$ cat src/sv/assert_macros.svh
// Assertion helpers shared by the RTL.
// Each macro samples on clk and is disabled while rst_n is low.
`ifndef ASSERT_MACROS_SVH
`define ASSERT_MACROS_SVH

// Same-cycle implication.
`define RRDL_ASSERT_IMPL(lbl, ant, cons, msg) \
    lbl: assert property (@(posedge clk) disable iff (!rst_n) (ant) |-> (cons)) \
        else $error(msg);

// Next-cycle implication.
`define RRDL_ASSERT_NEXT(lbl, ant, cons, msg) \
    lbl: assert property (@(posedge clk) disable iff (!rst_n) (ant) |=> (cons)) \
        else $error(msg);

`endif

$ cat src/sv/rrdl_pkg.sv
package rrdl_pkg;

    // Ladder size and level resolution
    localparam int NUM_SUPPLIES = 5;
    localparam int DUTY_BITS    = 9;

    // Fixed field widths
    localparam int FUNC_W     = 3;
    localparam int STEP_W     = 12;
    localparam int VOLT_W     = 14;
    localparam int DUTY_OUT_W = 9;
    localparam int DUTY_OUTS  = 5;

    // Stream widths
    localparam int S_TDATA_W = 32;
    localparam int M_TDATA_W = 48;

    // Derived widths
    localparam int PTR_W = $clog2(NUM_SUPPLIES);
    localparam int Q_W   = $clog2((2 ** STEP_W - 1) / NUM_SUPPLIES + 2);
    localparam int SUM_W = ((DUTY_BITS > Q_W) ? DUTY_BITS : Q_W) + 1;

    // Reciprocal for step_count / NUM_SUPPLIES (exact for all 12-bit counts)
    localparam int DIV_SHIFT = 16;
    localparam int RECIP_W   = DIV_SHIFT + 1;
    localparam int PROD_W    = STEP_W + RECIP_W;
    localparam logic [RECIP_W-1:0] DIV_RECIP =
        RECIP_W'((2 ** DIV_SHIFT + NUM_SUPPLIES - 1) / NUM_SUPPLIES);

    // Level constants
    localparam logic [DUTY_BITS-1:0] DUTY_FULL = '1;
    localparam logic [DUTY_BITS-1:0] DUTY_MIN  = DUTY_BITS'(DUTY_FULL - 1'b1);
    localparam logic [DUTY_BITS-1:0] DUTY_MID  = DUTY_FULL >> 1;

    // Voltage limit reset value
    localparam logic [VOLT_W-1:0] LIMIT_RESET = VOLT_W'(5840);

    // Command codes
    typedef enum logic [FUNC_W-1:0] {
        FUNC_INC      = 3'd0,
        FUNC_DEC      = 3'd1,
        FUNC_SET_MIN  = 3'd2,
        FUNC_BOTTOM   = 3'd3,
        FUNC_MID      = 3'd4,
        FUNC_TOP      = 3'd5,
        FUNC_BOOST_ON = 3'd6,
        FUNC_BOOST_OFF = 3'd7
    } func_t;

    // Per-lane update operations
    typedef enum logic [1:0] {
        LANE_HOLD = 2'd0,
        LANE_SUB  = 2'd1,
        LANE_ADD  = 2'd2,
        LANE_FILL = 2'd3
    } lane_op_t;

    typedef struct packed {
        lane_op_t               op;
        logic [Q_W-1:0]         amount;
        logic [DUTY_BITS-1:0]   fill;
    } lane_ctl_t;

endpackage

$ cat src/sv/rrdl_lane.sv
// One duty level with its saturating update.
module rrdl_lane
    import rrdl_pkg::*;
(
    input  logic                 clk,
    input  logic                 rst_n,
    input  lane_ctl_t            ctl,
    output logic [DUTY_BITS-1:0] level,
    output logic [DUTY_BITS-1:0] level_next
);

    logic [DUTY_BITS-1:0] level_reg;
    logic [SUM_W-1:0]     ext_lev;
    logic [SUM_W-1:0]     ext_amt;
    logic [SUM_W-1:0]     sum;

    assign ext_lev = SUM_W'(level_reg);
    assign ext_amt = SUM_W'(ctl.amount);
    assign sum     = ext_lev + ext_amt;

    // Next level: subtract to zero, add to full scale, load, or hold
    always_comb
    begin
        case (ctl.op)
            LANE_SUB:
            begin
                level_next = (ext_lev > ext_amt) ? DUTY_BITS'(ext_lev - ext_amt) : '0;
            end
            LANE_ADD:
            begin
                level_next = (sum >= SUM_W'(DUTY_FULL)) ? DUTY_FULL : DUTY_BITS'(sum);
            end
            LANE_FILL:
            begin
                level_next = ctl.fill;
            end
            default:
            begin
                level_next = level_reg;
            end
        endcase
    end

    always_ff @(posedge clk or negedge rst_n)
    begin
        if (!rst_n)
        begin
            level_reg <= DUTY_FULL;
        end
        else
        begin
            level_reg <= level_next;
        end
    end

    assign level = level_reg;

endmodule

$ cat src/sv/round_robin_duty_ladder_unit.sv
// Round-robin duty ladder.
// Keeps NUM_SUPPLIES PWM duty levels (higher duty = less power), a rotating
// step pointer and a boost flag. Commands arrive on the s_* stream (one
// command per transaction); each command yields exactly one result on the
// m_* stream carrying all reported levels and the summary flags.
// cfg_we/cfg_wdata write the battery voltage limit that blocks increases;
// write it only while no command is in flight.
// An accepted command is registered in the input stage, then its result in
// the result register that drives m_tvalid and m_tdata. Throughput: one
// command per cycle while m_tready is high. The step_count split into
// per-supply shares is a constant-reciprocal multiply in the input stage;
// the saturating update of every level is done in parallel in the second
// stage, which also writes the ladder state.
// Reset (rst_n low, asynchronous) sets every level to full scale, the pointer
// and boost flag to zero, the voltage limit to 5840 and empties both stages.
// When the receiver holds m_tready low the result register holds its
// transaction, the input stage holds the next command, and s_tready drops
// once both are occupied.
module round_robin_duty_ladder_unit
    import rrdl_pkg::*;
(
    input  logic                 clk,
    input  logic                 rst_n,
    input  logic                 s_tvalid,
    output logic                 s_tready,
    input  logic [S_TDATA_W-1:0] s_tdata,   // step_count[11:0], battery_voltage[25:12]
    input  logic [FUNC_W-1:0]    s_tuser,   // func[2:0]
    output logic                 m_tvalid,
    input  logic                 m_tready,
    output logic [M_TDATA_W-1:0] m_tdata,   // duty_0..duty_4[44:0], all_at_full[45],
                                            // all_at_zero[46], boost_on[47]
    input  logic                 cfg_we,
    input  logic [VOLT_W-1:0]    cfg_wdata
);

`include "assert_macros.svh"

    // Modular helpers for pointer arithmetic (operands below NUM_SUPPLIES)
    function automatic logic [PTR_W-1:0] add_mod(input logic [PTR_W-1:0] a,
                                                 input logic [PTR_W-1:0] b);
        logic [PTR_W:0] s;
        begin
            s = (PTR_W+1)'(a) + (PTR_W+1)'(b);
            if (s >= (PTR_W+1)'(NUM_SUPPLIES))
                s = s - (PTR_W+1)'(NUM_SUPPLIES);
            return PTR_W'(s);
        end
    endfunction

    function automatic logic [PTR_W-1:0] sub_mod(input logic [PTR_W-1:0] a,
                                                 input logic [PTR_W-1:0] b);
        logic [PTR_W:0] d;
        begin
            if (a >= b)
                d = (PTR_W+1)'(a) - (PTR_W+1)'(b);
            else
                d = (PTR_W+1)'(a) + (PTR_W+1)'(NUM_SUPPLIES) - (PTR_W+1)'(b);
            return PTR_W'(d);
        end
    endfunction

    // Input field unpacking
    logic [STEP_W-1:0] in_steps;
    logic [VOLT_W-1:0] in_volts;
    assign in_steps = s_tdata[STEP_W-1:0];
    assign in_volts = s_tdata[STEP_W +: VOLT_W];

    // Control registers
    logic              in_valid_reg;
    logic              out_valid_reg;
    logic [VOLT_W-1:0] limit_reg;
    logic [PTR_W-1:0]  ptr_reg;
    logic [PTR_W-1:0]  ptr_next;
    logic              boost_reg;
    logic              boost_next;

    // Input stage payload
    func_t             func_reg;
    logic [Q_W-1:0]    q_reg;
    logic [PTR_W-1:0]  r_reg;
    logic              blocked_reg;

    // Output stage payload
    logic [M_TDATA_W-1:0] m_data_reg;
    logic [M_TDATA_W-1:0] m_data_next;

    logic s_fire;
    logic adv;

    // Handshake: stage 2 advances when the result register is free or draining
    assign adv      = in_valid_reg && (!out_valid_reg || m_tready);
    assign s_tready = !in_valid_reg || adv;
    assign s_fire   = s_tvalid && s_tready;

    // Split step_count into quotient and remainder by NUM_SUPPLIES
    logic [PROD_W-1:0] div_prod;
    logic [Q_W-1:0]    div_q;
    logic [STEP_W-1:0] div_qn;
    logic [PTR_W-1:0]  div_r;

    assign div_prod = PROD_W'(in_steps) * PROD_W'(DIV_RECIP);
    assign div_q    = div_prod[DIV_SHIFT +: Q_W];
    assign div_qn   = STEP_W'(div_q * STEP_W'(NUM_SUPPLIES));
    assign div_r    = PTR_W'(in_steps - div_qn);

    // Voltage limit register
    always_ff @(posedge clk or negedge rst_n)
    begin
        if (!rst_n)
            limit_reg <= LIMIT_RESET;
        else if (cfg_we)
            limit_reg <= cfg_wdata;
    end

    // Input stage valid
    always_ff @(posedge clk or negedge rst_n)
    begin
        if (!rst_n)
            in_valid_reg <= 1'b0;
        else if (s_fire)
            in_valid_reg <= 1'b1;
        else if (adv)
            in_valid_reg <= 1'b0;
    end

    // Input stage payload
    always_ff @(posedge clk)
    begin
        if (s_fire)
        begin
            func_reg    <= func_t'(s_tuser);
            q_reg       <= div_q;
            r_reg       <= div_r;
            blocked_reg <= (in_volts >= limit_reg);
        end
    end

    // Ladder lanes
    lane_ctl_t            lane_ctl   [NUM_SUPPLIES];
    logic [DUTY_BITS-1:0] level      [NUM_SUPPLIES];
    logic [DUTY_BITS-1:0] level_next [NUM_SUPPLIES];

    for (genvar g = 0; g < NUM_SUPPLIES; g++)
    begin : g_lane
        rrdl_lane u_lane (
            .clk        (clk),
            .rst_n      (rst_n),
            .ctl        (lane_ctl[g]),
            .level      (level[g]),
            .level_next (level_next[g])
        );
    end

    // Summary of current levels: every level at full scale
    logic at_min;
    always_comb
    begin
        at_min = 1'b1;
        for (int i = 0; i < NUM_SUPPLIES; i++)
            if (level[i] != DUTY_FULL)
                at_min = 1'b0;
    end

    // Per-supply step shares for increase (forward) and decrease (backward)
    logic [Q_W-1:0] share_inc [NUM_SUPPLIES];
    logic [Q_W-1:0] share_dec [NUM_SUPPLIES];
    always_comb
    begin
        logic [PTR_W-1:0] k_inc;
        logic [PTR_W-1:0] back;
        logic [PTR_W-1:0] k_dec;
        for (int i = 0; i < NUM_SUPPLIES; i++)
        begin
            k_inc = sub_mod(PTR_W'(i), ptr_reg);
            back  = sub_mod(ptr_reg, PTR_W'(i));
            k_dec = (back == '0) ? PTR_W'(NUM_SUPPLIES - 1) : PTR_W'(back - 1'b1);
            share_inc[i] = q_reg + Q_W'(k_inc < r_reg);
            share_dec[i] = q_reg + Q_W'(k_dec < r_reg);
        end
    end

    // Command decode: lane operations, pointer and boost flag
    always_comb
    begin
        ptr_next   = ptr_reg;
        boost_next = boost_reg;
        for (int i = 0; i < NUM_SUPPLIES; i++)
        begin
            lane_ctl[i].op     = LANE_HOLD;
            lane_ctl[i].amount = share_inc[i];
            lane_ctl[i].fill   = DUTY_FULL;
        end
        if (adv)
        begin
            case (func_reg)
                FUNC_INC:
                begin
                    if (!blocked_reg)
                    begin
                        for (int i = 0; i < NUM_SUPPLIES; i++)
                            lane_ctl[i].op = LANE_SUB;
                        ptr_next = add_mod(ptr_reg, r_reg);
                    end
                end
                FUNC_DEC:
                begin
                    // skipped at minimum power unless boost is on, which it clears
                    if (!at_min || boost_reg)
                    begin
                        if (at_min)
                            boost_next = 1'b0;
                        for (int i = 0; i < NUM_SUPPLIES; i++)
                        begin
                            lane_ctl[i].op     = LANE_ADD;
                            lane_ctl[i].amount = share_dec[i];
                        end
                        ptr_next = sub_mod(ptr_reg, r_reg);
                    end
                end
                FUNC_SET_MIN:
                begin
                    for (int i = 0; i < NUM_SUPPLIES; i++)
                    begin
                        lane_ctl[i].op   = LANE_FILL;
                        lane_ctl[i].fill = DUTY_MIN;
                    end
                    ptr_next = '0;
                end
                FUNC_BOTTOM:
                begin
                    for (int i = 0; i < NUM_SUPPLIES; i++)
                    begin
                        lane_ctl[i].op   = LANE_FILL;
                        lane_ctl[i].fill = '0;
                    end
                end
                FUNC_MID:
                begin
                    for (int i = 0; i < NUM_SUPPLIES; i++)
                    begin
                        lane_ctl[i].op   = LANE_FILL;
                        lane_ctl[i].fill = DUTY_MID;
                    end
                end
                FUNC_TOP:
                begin
                    for (int i = 0; i < NUM_SUPPLIES; i++)
                    begin
                        lane_ctl[i].op   = LANE_FILL;
                        lane_ctl[i].fill = DUTY_FULL;
                    end
                end
                FUNC_BOOST_ON:
                begin
                    boost_next = 1'b1;
                end
                FUNC_BOOST_OFF:
                begin
                    boost_next = 1'b0;
                end
                default:
                begin
                    boost_next = boost_reg;
                end
            endcase
        end
    end

    // Pointer and boost flag
    always_ff @(posedge clk or negedge rst_n)
    begin
        if (!rst_n)
        begin
            ptr_reg   <= '0;
            boost_reg <= 1'b0;
        end
        else
        begin
            ptr_reg   <= ptr_next;
            boost_reg <= boost_next;
        end
    end

    // Reported levels: missing supplies read zero
    logic [DUTY_OUT_W-1:0] duty_out [DUTY_OUTS];
    for (genvar j = 0; j < DUTY_OUTS; j++)
    begin : g_out
        if (j < NUM_SUPPLIES)
        begin : g_used
            assign duty_out[j] = DUTY_OUT_W'(level_next[j]);
        end
        else
        begin : g_unused
            assign duty_out[j] = '0;
        end
    end

    // Result assembly from the updated levels
    always_comb
    begin
        logic all_full;
        logic all_zero;
        all_full = 1'b1;
        all_zero = 1'b1;
        for (int i = 0; i < NUM_SUPPLIES; i++)
        begin
            if (level_next[i] != DUTY_FULL)
                all_full = 1'b0;
            if (level_next[i] != '0)
                all_zero = 1'b0;
        end
        m_data_next = '0;
        for (int j = 0; j < DUTY_OUTS; j++)
            m_data_next[j*DUTY_OUT_W +: DUTY_OUT_W] = duty_out[j];
        m_data_next[DUTY_OUTS*DUTY_OUT_W]     = all_full;
        m_data_next[DUTY_OUTS*DUTY_OUT_W + 1] = all_zero;
        m_data_next[DUTY_OUTS*DUTY_OUT_W + 2] = boost_next;
    end

    // Result register
    always_ff @(posedge clk or negedge rst_n)
    begin
        if (!rst_n)
            out_valid_reg <= 1'b0;
        else if (adv)
            out_valid_reg <= 1'b1;
        else if (m_tready)
            out_valid_reg <= 1'b0;
    end

    always_ff @(posedge clk)
    begin
        if (adv)
            m_data_reg <= m_data_next;
    end

    assign m_tvalid = out_valid_reg;
    assign m_tdata  = m_data_reg;

    // Checks
    `RRDL_ASSERT_IMPL(a_ptr_range, 1'b1, (int'(ptr_reg) < NUM_SUPPLIES),
        "step pointer out of range")
    `RRDL_ASSERT_NEXT(a_state_hold, !adv, ($stable(ptr_reg) && $stable(boost_reg)),
        "ladder state changed without a command")
    `RRDL_ASSERT_IMPL(a_flags_excl, out_valid_reg,
        !(m_data_reg[DUTY_OUTS*DUTY_OUT_W] && m_data_reg[DUTY_OUTS*DUTY_OUT_W + 1]),
        "levels reported both full and zero")
    `RRDL_ASSERT_NEXT(a_dec_skip, (adv && func_reg == FUNC_DEC && at_min && !boost_reg),
        $stable(ptr_reg), "decrease at minimum power moved the pointer")

endmodule
$ cat config.mk
export PLATFORM = sky130hd
export DESIGN_NAME = round_robin_duty_ladder_unit
export DESIGN_NICKNAME = d
export VERILOG_FILES = /design/src/sv/rrdl_pkg.sv /design/src/sv/rrdl_lane.sv /design/src/sv/round_robin_duty_ladder_unit.sv
export VERILOG_INCLUDE_DIRS = /design/src /design/src/sv
export SDC_FILE = /design/constraint.sdc
export NUM_CORES = 1
export LEC_CHECK = 0
export BUFFER_PORTS_ARGS = -buffer_cell sky130_fd_sc_hd__buf_2
export CAP_MARGIN = 5
export CORE_UTILIZATION = 50
export DETAILED_ROUTE_END_ITERATION = 8
export PLACE_DENSITY = 0.72
export SLEW_MARGIN = 20
export SYNTH_ARGS = -nofsm -noshare
export SYNTH_HDL_FRONTEND = slang
export SYNTH_SLANG_ARGS = --single-unit
$ cat constraint.sdc
create_clock -name clk -period 9.23 [get_ports clk]
set_clock_uncertainty 0.1 [all_clocks]
set_input_delay 1.846 -clock clk [delete_from_list [all_inputs] [get_ports clk]]
set_output_delay 1.846 -clock clk [all_outputs]
set_load 0.01 [all_outputs]
; ---- Yosys cells after proc, flatten, opt, wreduce, memory -nomap -nowiden
; Index checks and enable logic that the tools add are counted.
[totals]
ff_bits = 130
input_bits = 54
[classes]
n_mux = 68
n_reduce_logical = 26
n_eq_ne = 34
addsub = 49
magnitude_cmp = 33
n_mul = 2
[ops]
columns = cell, count
row1 = $pmux 9 s3, 6
row2 = $mux 105, 1
row3 = $add 10x1->10, 10
row4 = $mux 9, 10
row5 = $ne 9x9->1 const B, 10
row6 = $mux 12, 5
row7 = $mux 3, 19
row8 = $add 9x10->11, 5
row9 = $ge 11x9->1 const B, 5
row10 = $gt 9x10->1, 5
row11 = $mux 10, 5
row12 = $reduce_bool 9->1, 5
row13 = $sub 9x9->9, 5
row14 = $lt 3x3->1, 10
row15 = $pmux 2 s3, 5
row16 = $mul 12x12->24 const B, 1
row17 = $sub 3x1->3 const B, 7
row18 = $eq 2x2->1 const B, 10
row19 = $logic_not 3->1, 6
row20 = $mux 1, 15
row21 = $ge 14x14->1, 1
row22 = $eq 3x3->1 const B, 4
row23 = $reduce_or 4->1, 3
row24 = $sub 1x3->3 const A, 4
row25 = 28 further kinds, 55

; ---- Logic depth before layout (Yosys ltp)
; Gate-level depths: netlist of the first run.
[logic_depth]
ltp_word = 17
depth_mapped = 35
mapped_depth_nobuf = 32

; ---- Modules after synthesis
; Synthesis of the first run repeated with hierarchy kept, for this count alone.
[unflattened]
hier_cells = 1812
area_unflattened_um2 = 16107.9
[by_module_without_submodules]
columns = module, cells_each, area_per_inst_um2, instances, seq_area_each_um2
row1 = round_robin_duty_ladder_unit, 955, 9221.3, 1, 2459.9
row2 = rrdl_lane at g_lane[1].u_lane ..., 169, 1358.8, 3, 236.5
row3 = rrdl_lane at g_lane[4].u_lane, 180, 1427.6, 1, 236.5
row4 = rrdl_lane at g_lane[0].u_lane, 170, 1382.6, 1, 236.5

; ---- Least setup slack after synthesis of the first run
; Ideal clock, no wire load.
[synth_timing]
path_kind = input to register
from = input m_tready
to = register m_data_reg[46], in the netlist m_tdata[46] (data pin)
t_arrival_ps = 7090
setup_time_ps = 134
setup_slack_ps = 1907
t_required_ps = 8996
cell_stages = 26
cell_sequence = nor2b_1 or3_1 buf_6 buf_6 nor2_1 buf_2 buf_2 buf_2 clkbuf_1 nand2_1 nand2_1 ha_1 inv_1 fa_1 nand2b_1 a21oi_1 o2111ai_1 and4b_1 o2111ai_1 nor3_1 a211oi_2 nor2_1 o32a_1 or4_1 nor4_1 and4_1
[synth_lines]
columns = element, line_no
row1 = start: declaration, round_robin_duty_ladder_unit.sv:29  ; input logic m_tready,
row2 = end signal: assignment, round_robin_duty_ladder_unit.sv:334  ; m_data_reg <= m_data_next;
row3 = end: declaration, round_robin_duty_ladder_unit.sv:84  ; logic [M_TDATA_W-1:0] m_data_reg;

; ---- Worst setup path in the final report of the first run
[layout_timing]
from = register ptr_reg[2]
to = register m_data_reg[45], in the netlist m_tdata[45] (data pin)
[layout_via]
elab_chain_len = 16
elab_cells_between_ends = 127
[layout_rtl]
columns = element, line_no
row1 = start: declaration, round_robin_duty_ladder_unit.sv:72  ; logic [PTR_W-1:0] ptr_reg;
row2 = start signal: assignment, round_robin_duty_ladder_unit.sv:279  ; ptr_reg <= ptr_next;
row3 = $add 3x3->3, round_robin_duty_ladder_unit.sv:57  ; d = (PTR_W+1)'(a) + (PTR_W+1)'(NUM_SUPPLIES) - (PTR_W+1)'(b);
row4 = "$sub 3x1->3, or another cell as far along", round_robin_duty_ladder_unit.sv:57
row5 = $mux 3, round_robin_duty_ladder_unit.sv:54  ; if (a >= b)
row6 = $sub 3x1->3 / $logic_not 3->1 (equally long branches), round_robin_duty_ladder_unit.sv:176  ; k_dec = (back == '0) ? PTR_W'(NUM_SUPPLIES - 1) : PTR_W'(back - 1'b1);
row7 = $mux 3, round_robin_duty_ladder_unit.sv:176
row8 = $lt 3x3->1, round_robin_duty_ladder_unit.sv:178  ; share_dec[i] = q_reg + Q_W'(k_dec < r_reg);
row9 = $add 10x1->10, round_robin_duty_ladder_unit.sv:178
row10 = $mux 12, round_robin_duty_ladder_unit.sv:208  ; if (!at_min || boost_reg)
row11 = $mux 10, round_robin_duty_ladder_unit.sv:195  ; case (func_reg)
row12 = $mux 105 *, round_robin_duty_ladder_unit.sv:193  ; if (adv)
row13 = $add 9x10->11, rrdl_lane.sv:19  ; assign sum = ext_lev + ext_amt;
row14 = $ge 11x9->1, rrdl_lane.sv:31  ; level_next = (sum >= SUM_W'(DUTY_FULL)) ? DUTY_FULL : DUTY_BITS'(sum);
row15 = $mux 9, rrdl_lane.sv:31
row16 = $pmux 9 s3, rrdl_lane.sv:24  ; case (ctl.op)
row17 = $ne 9x9->1, round_robin_duty_ladder_unit.sv:307  ; if (level_next[i] != DUTY_FULL)
row18 = $reduce_or 4->1 (no line), -
; Every way passes the cells marked *; elsewhere a longest branch is shown, timed or not.
; A chain may end at the register's enable or synchronous reset.

==> reports/qor.csv, run 1 <==
stage,metric,value,unit
detailed_routing,Detailed Route Iter0 Violations,1480,
place,Final HPWL DP,35.68,mm
worst_setup_path,reg-to-reg startpoint,ptr_reg[2],
floorplan,Boundary Pins,104,
worst_setup_path,CP endpoint kind,flop,
outcome,outcome,completed,
floorplan,starting density of the core,0.5090,
detailed_routing,Post-Route WL,46.52,mm
global_route,first-pass GRT wire length,73.66,mm
place,Placer Congestion,0.9676,
layout,"commonest non-fill, non-tap cell in the layout",ha_1,
synthesis,fraction of registers with async set/reset,0.5000,
cts,Worst-path clk slew,60,ps
cts,clk buf depth,2,
sta,Max Freq,0.1237,GHz
hold_path,HP Class,reg -> reg,
layout,most frequent cells in the layout,"258 x ha_1, 221 x inv_1, 144 x nor2_1",
global_route,initial antenna violation count,0,
place,Post-DP Area,0.01705,mm²
detailed_routing,WL/cell,19.65,µm
sta,Total Neg Setup Slack,0,ps
sta,RSZ-0062 raised after global routing,no,
worst_setup_path,kind of critical path,reg -> reg,
cts,CTS tree,built,
sta,worst hold margin,409.0,ps
floorplan,number of core rows,65,
floorplan,Die Span X,181.2,µm
layout,P&R area growth vs syn,9.769,%
layout,# nets final,2316,
cts,post-CTS setup buffers,0,
cts,Root Driver,clkbuf_16,
synthesis,Syn Nets,2237,
worst_setup_path,CP startpoint,ptr_reg[2],
flow_run,max-cap violations,0,
floorplan,full die area,0.03284,mm²
synthesis,#FFs+latches synth,130,
layout,post-route cell area,0.01763,mm²
cts,TritonCTS Sinks,130,
floorplan,die height,181.2,µm
worst_setup_path,most frequent CP cell,ha_1,
cts,CTS resizes,0,
cts,total CTS buffers,17,
sta,worst-margin pin slew,989.9,ps
worst_setup_path,worst stage delay on the critical path,640,ps
detailed_routing,DR vias,14410,
synthesis,prevailing post-synth register cell,edfxtp_1,
sta,final slew viol count,0,
detailed_routing,DRT antenna net count,0,
cts,htree depth,4,
place,port buffer count,97,
global_route,Congestion Overflow GR,0,
synthesis,synthesized area per cell,8.575,µm²
cts,insertion delay to the later sink of the worst-skew pair,450,ps
worst_setup_path,crit path capture,m_tdata[45],
sta,final period utilization,0.8762,
global_route,largest net degree at the start of global routing,66,
layout,fillers,2859,
worst_setup_path,type of origin of the critical path,flop,
global_route,vias in the first global route,13960,
worst_setup_path,FF-to-FF End,m_tdata[45],
detailed_routing,DRC viols,0,
detailed_routing,vias per inst,6.090,
floorplan,core area,0.03156,mm²
cts,Post-CTS Hold Buffers,0,
synthesis,Post-Synthesis Cells,1873,
worst_setup_path,R2R depth,27,
worst_setup_path,flop2flop setup slack,1140,ps
layout,Register Area,0.003642,mm²
worst_setup_path,CP required,9420,ps
worst_setup_path,Worst EP arrival,8270,ps
worst_setup_path,crit path max fanout,19,
synthesis,yosys warns,0,
sta,Slew headroom,0.3401,
layout,number of flip-flops under the largest register name,48,
synthesis,synth unique cells,97,
layout,# diodes,0,
layout,layout cell share with drive strength beyond 1,0.1333,
synthesis,"Cell Area, Synth",0.01606,mm²
sta,minimum clock period,8087,ps
layout,multi-input logic area,0.01129,mm²
global_route,GRT Overall Usage,0.2855,
sta,Finish-stage setup viols,0,
worst_setup_path,Crit-path slowest cell,or4_1,
detailed_routing,drt pass-1 iters,8,
synthesis,sequential area share after synthesis,0.2268,
sta,count of final hold-check violations,0,
synthesis,number of synthesized flops with an enable pin,65,
-- synth_stat cells (21+ instances only) --
library cell | number | area (µm²)
nor3_1 | 32 | 160.2
edfxtp_1 | 65 | 1952
o21ai_0 | 90 | 450.4
nand3_1 | 21 | 105.1
inv_1 | 222 | 833.3
xor2_1 | 46 | 402.9
o211ai_1 | 22 | 165.2
nand4_1 | 34 | 212.7
nand2_1 | 142 | 533.0
dfstp_2 | 51 | 1340
clkbuf_1 | 50 | 187.7
nand2b_1 | 34 | 212.7
xnor2_1 | 62 | 543.0
fa_1 | 52 | 1041
a21o_1 | 31 | 232.7
ha_1 | 258 | 3228
a21oi_1 | 134 | 670.6
nor2_1 | 145 | 544.3
-- critical path: cells and delay by family, from the launching register on --
kind | cells | cell delay (ps)
AO/OA/AOI/OAI | 6 | 1850
XOR/XNOR | 3 | 650
buffers and inverters | 2 | 480
adder cells (fa/ha/maj) | 5 | 1620
flip-flops | 1 | 320
AND/OR/NAND/NOR | 11 | 2900
-- area by class of cell --
| class | count | share of cell area |
|---|---|---|
| Clock buffer | 18 | 0.02434 |
| Clock inverter | 14 | 0.008801 |
| Inverter | 223 | 0.04748 |
| Multi-Input combinational cell | 1446 | 0.6402 |
| Sequential cell | 130 | 0.2066 |
| Tap cell | 402 | 0.02853 |
| Timing Repair Buffer | 134 | 0.04400 |
-- cell families (layout without fill, tap and decap cells) --
logic type / count (synthesis) / count (layout) / synth area share
muxes: 24 / 24 / 0.01613
AOI/OAI and AO/OA: 467 / 467 / 0.1916
xor gates and xnor gates: 108 / 108 / 0.05890
adders and majority gates: 310 / 310 / 0.2658
buffers and inverters: 297 / 389 / 0.07183
and+or+nand+nor: 537 / 537 / 0.1689
DFF: 130 / 130 / 0.2268
-- stage by stage --
step             util  setup slack [ps]  std cells
2_1_floorplan       -              1907       1873
3_3_place_gp   0.5402              1379       2335
3_5_place_dp   0.5402              1363       2335
4_1_cts        0.5587              1338       2367
5_1_grt        0.5587             675.8       2367
6_report       0.5587              1143       2367
-- how the worst min path moves through the flow --
stage	startpoint	end	slack, ps	cells after the start
final	limit_reg[4]	limit_reg[4]	410	2
after global placement	limit_reg[0]	limit_reg[0]	400	1
after global routing	limit_reg[4]	limit_reg[4]	430	2
after CTS	limit_reg[6]	limit_reg[6]	410	2
after floorplan	limit_reg[10]	limit_reg[10]	380	2
after detailed placement	limit_reg[0]	limit_reg[0]	410	1
-- layer usage --
layer  vias to the layer above  track usage  part of all wire
li1                       6788            -                 -
met1                      6795       0.3756              0.42
met2                       714       0.4488              0.44
met3                       117      0.07196              0.10
met4                         0       0.1108             0.035
met5                         -            0                 0
Power of run 1 is left out: the tool's default activity adds up to more than one toggle a clock period on the data nets, which glitch-free logic cannot reach.
==> run 2: changes to the inputs <==
CELL_PAD_IN_SITES_DETAIL_PLACEMENT = 0   (was unset)
CELL_PAD_IN_SITES_GLOBAL_PLACEMENT = 1   (was unset)
CORE_UTILIZATION = 48   (was 50)
PLACE_DENSITY = 0.86   (was 0.72)
==> run 2 against run 1 <==
Worst setup slack lost 130 ps; non-clock buffer count down 5; sequential cell count unchanged; cell count increased by 1.5%; critical endpoint unchanged.
==> reports/qor.csv, run 2 (synthesis gave the netlist of run 1 again) <==
stage,metric,value,unit,change
sta,count of final hold-check violations,0,,unchanged
floorplan,core area,0.03270,mm²,+3.6%
cts,Post-CTS Hold Buffers,0,,unchanged
detailed_routing,vias per inst,5.928,,-2.7%
worst_setup_path,Crit-path slowest cell,or4_1,,
sta,final period utilization,0.8905,,+0.01435
sta,final slew viol count,0,,unchanged
place,Final HPWL DP,36.90,mm,+3.4%
cts,htree depth,4,,unchanged
sta,"Worst Setup Slack, final",1010,ps,-132.4 ps
cts,CTS tree,built,,
layout,Post-Layout Cell Count,2402,,+1.5%
place,placed insts,2370,,+1.5%
hold_path,Hold Startpoint,limit_reg[12],,
detailed_routing,met3 WL post-DR,3.176,mm,-33%
detailed_routing,Detailed Route Iter0 Violations,1133,,-23%
worst_setup_path,CP required,9420,ps,about the same
worst_setup_path,CP endpoint kind,flop,,
global_route,Congestion Overflow GR,0,,unchanged
worst_setup_path,crit path max fanout,22,,+3
global_route,GRT Overall Usage,0.2859,,+0.0003637
floorplan,die height,184.9,µm,+2.0%
layout,P&R area growth vs syn,9.785,%,about the same
detailed_routing,DRC viols,0,,unchanged
floorplan,starting density of the core,0.4911,,-0.01784
layout,number of flip-flops under the largest register name,48,,unchanged
detailed_routing,WL/cell,19.86,µm,+1.0%
floorplan,full die area,0.03420,mm²,+4.1%
sta,worst hold margin,411.0,ps,+2.034 ps
sta,Slew headroom,0.3272,,-0.01288
layout,"commonest non-fill, non-tap cell in the layout",ha_1,,
detailed_routing,DR vias,14240,,-1.2%
cts,CTS resizes,0,,unchanged
worst_setup_path,worst stage delay on the critical path,660,ps,+20 ps
layout,# diodes,0,,unchanged
worst_setup_path,CP startpoint,ptr_reg[0],,
worst_setup_path,type of origin of the critical path,flop,,
detailed_routing,DRT antenna net count,0,,unchanged
global_route,largest net degree at the start of global routing,66,,unchanged
worst_setup_path,Worst EP arrival,8410,ps,+140 ps
floorplan,Die Span X,184.9,µm,+2.0%
place,Setup Slack @ Placement,1199,ps,-163.5 ps
global_route,initial antenna violation count,0,,unchanged
hold_path,HP Class,reg -> reg,,
cts,Worst-path clk slew,70,ps,about the same
detailed_routing,DR WL met2,22.31,mm,+8.2%
cts,TritonCTS Sinks,130,,unchanged
worst_setup_path,reg-to-reg startpoint,ptr_reg[0],,
sta,minimum clock period,8220,ps,+132.4 ps
cts,clk buf depth,2,,unchanged
sta,worst-margin pin slew,1004,ps,+13.86 ps
worst_setup_path,kind of critical path,reg -> reg,,
detailed_routing,max layer used,met4,,
floorplan,Boundary Pins,104,,unchanged
global_route,vias in the first global route,13930,,-0.20%
detailed_routing,Post-Route WL,47.70,mm,+2.5%
sta,RSZ-0062 raised after global routing,no,,
floorplan,number of core rows,66,,+1.5%
place,port buffer count,97,,unchanged
global_route,first-pass GRT wire length,75.35,mm,+2.3%
outcome,outcome,completed,,
flow_run,max-cap violations,0,,unchanged
layout,layout cell share with drive strength beyond 1,0.1311,,-0.002211
cts,total CTS buffers,17,,unchanged
cts,Root Driver,clkbuf_16,,
layout,# nets final,2311,,-0.22%
sta,Total Neg Setup Slack,0,ps,unchanged
cts,post-CTS setup buffers,0,,unchanged
layout,most frequent cells in the layout,"258 x ha_1, 221 x inv_1, 144 x nor2_1",,
place,Placer Congestion,0.9513,,-1.7%
cts,insertion delay to the later sink of the worst-skew pair,440,ps,about the same
worst_setup_path,most frequent CP cell,ha_1,,
sta,Finish-stage setup viols,0,,unchanged
sta,Max Freq,0.1217,GHz,-1.6%
detailed_routing,wl on met1,20.60,mm,+5.4%
detailed_routing,drt pass-1 iters,6,,-2
==> run 2: area by class of cell <==
class / count / area (µm²)
Fill cell: 3147 / 15070
Multi-Input combinational cell: 1446 / 11290
Sequential cell: 130 / 3642
Inverter: 223 / 838.3
Timing Repair Buffer: 129 / 738.2
Tap cell: 442 / 553.0
Clock buffer: 17 / 425.4
Clock inverter: 15 / 147.6
==> run 2: critical path, delay by kind of cell (launching register included) <==
family | cells | cell delay, ps
and+or+nand+nor | 10 | 3670
adders and majority gates | 6 | 1790
AOI/OAI and AO/OA | 6 | 1220
DFF | 1 | 380
xor gates and xnor gates | 1 | 380
muxes | 2 | 300
buffers and inverters | 1 | 220
==> run 2: worst paths after layout <==
kind | end | slack, ps | cells past startpoint
worst min-delay path | limit_reg[12] | 410 | 2
worst min register to register | limit_reg[12] | 410 | 2
min in group asynchronous | limit_reg[3] | 1470 | 2
worst max-delay path | m_tdata[45] | 1010 | 26
max in group asynchronous | ptr_reg[2] | 6900 | 2
worst max register to register | m_tdata[45] | 1010 | 26
==> run 2: per-layer routing <==
metal	vias to the layer above	GRT usage
met3	97	0.04208
met1	6827	0.3738
met2	534	0.4768
li1	6780	-
met5	-	0
met4	0	0.1051
==> run 2: per-stage QoR <==
| stage | utilization | cell area, µm² |
|---|---|---|
| after global routing | 0.5392 | 17630 |
| after global placement | 0.5216 | 17060 |
| after floorplan | - | 16060 |
| after CTS | 0.5391 | 17630 |
| final | 0.5392 | 17630 |
| after detailed placement | 0.5216 | 17060 |
Power of run 2 is left out for the same reason.
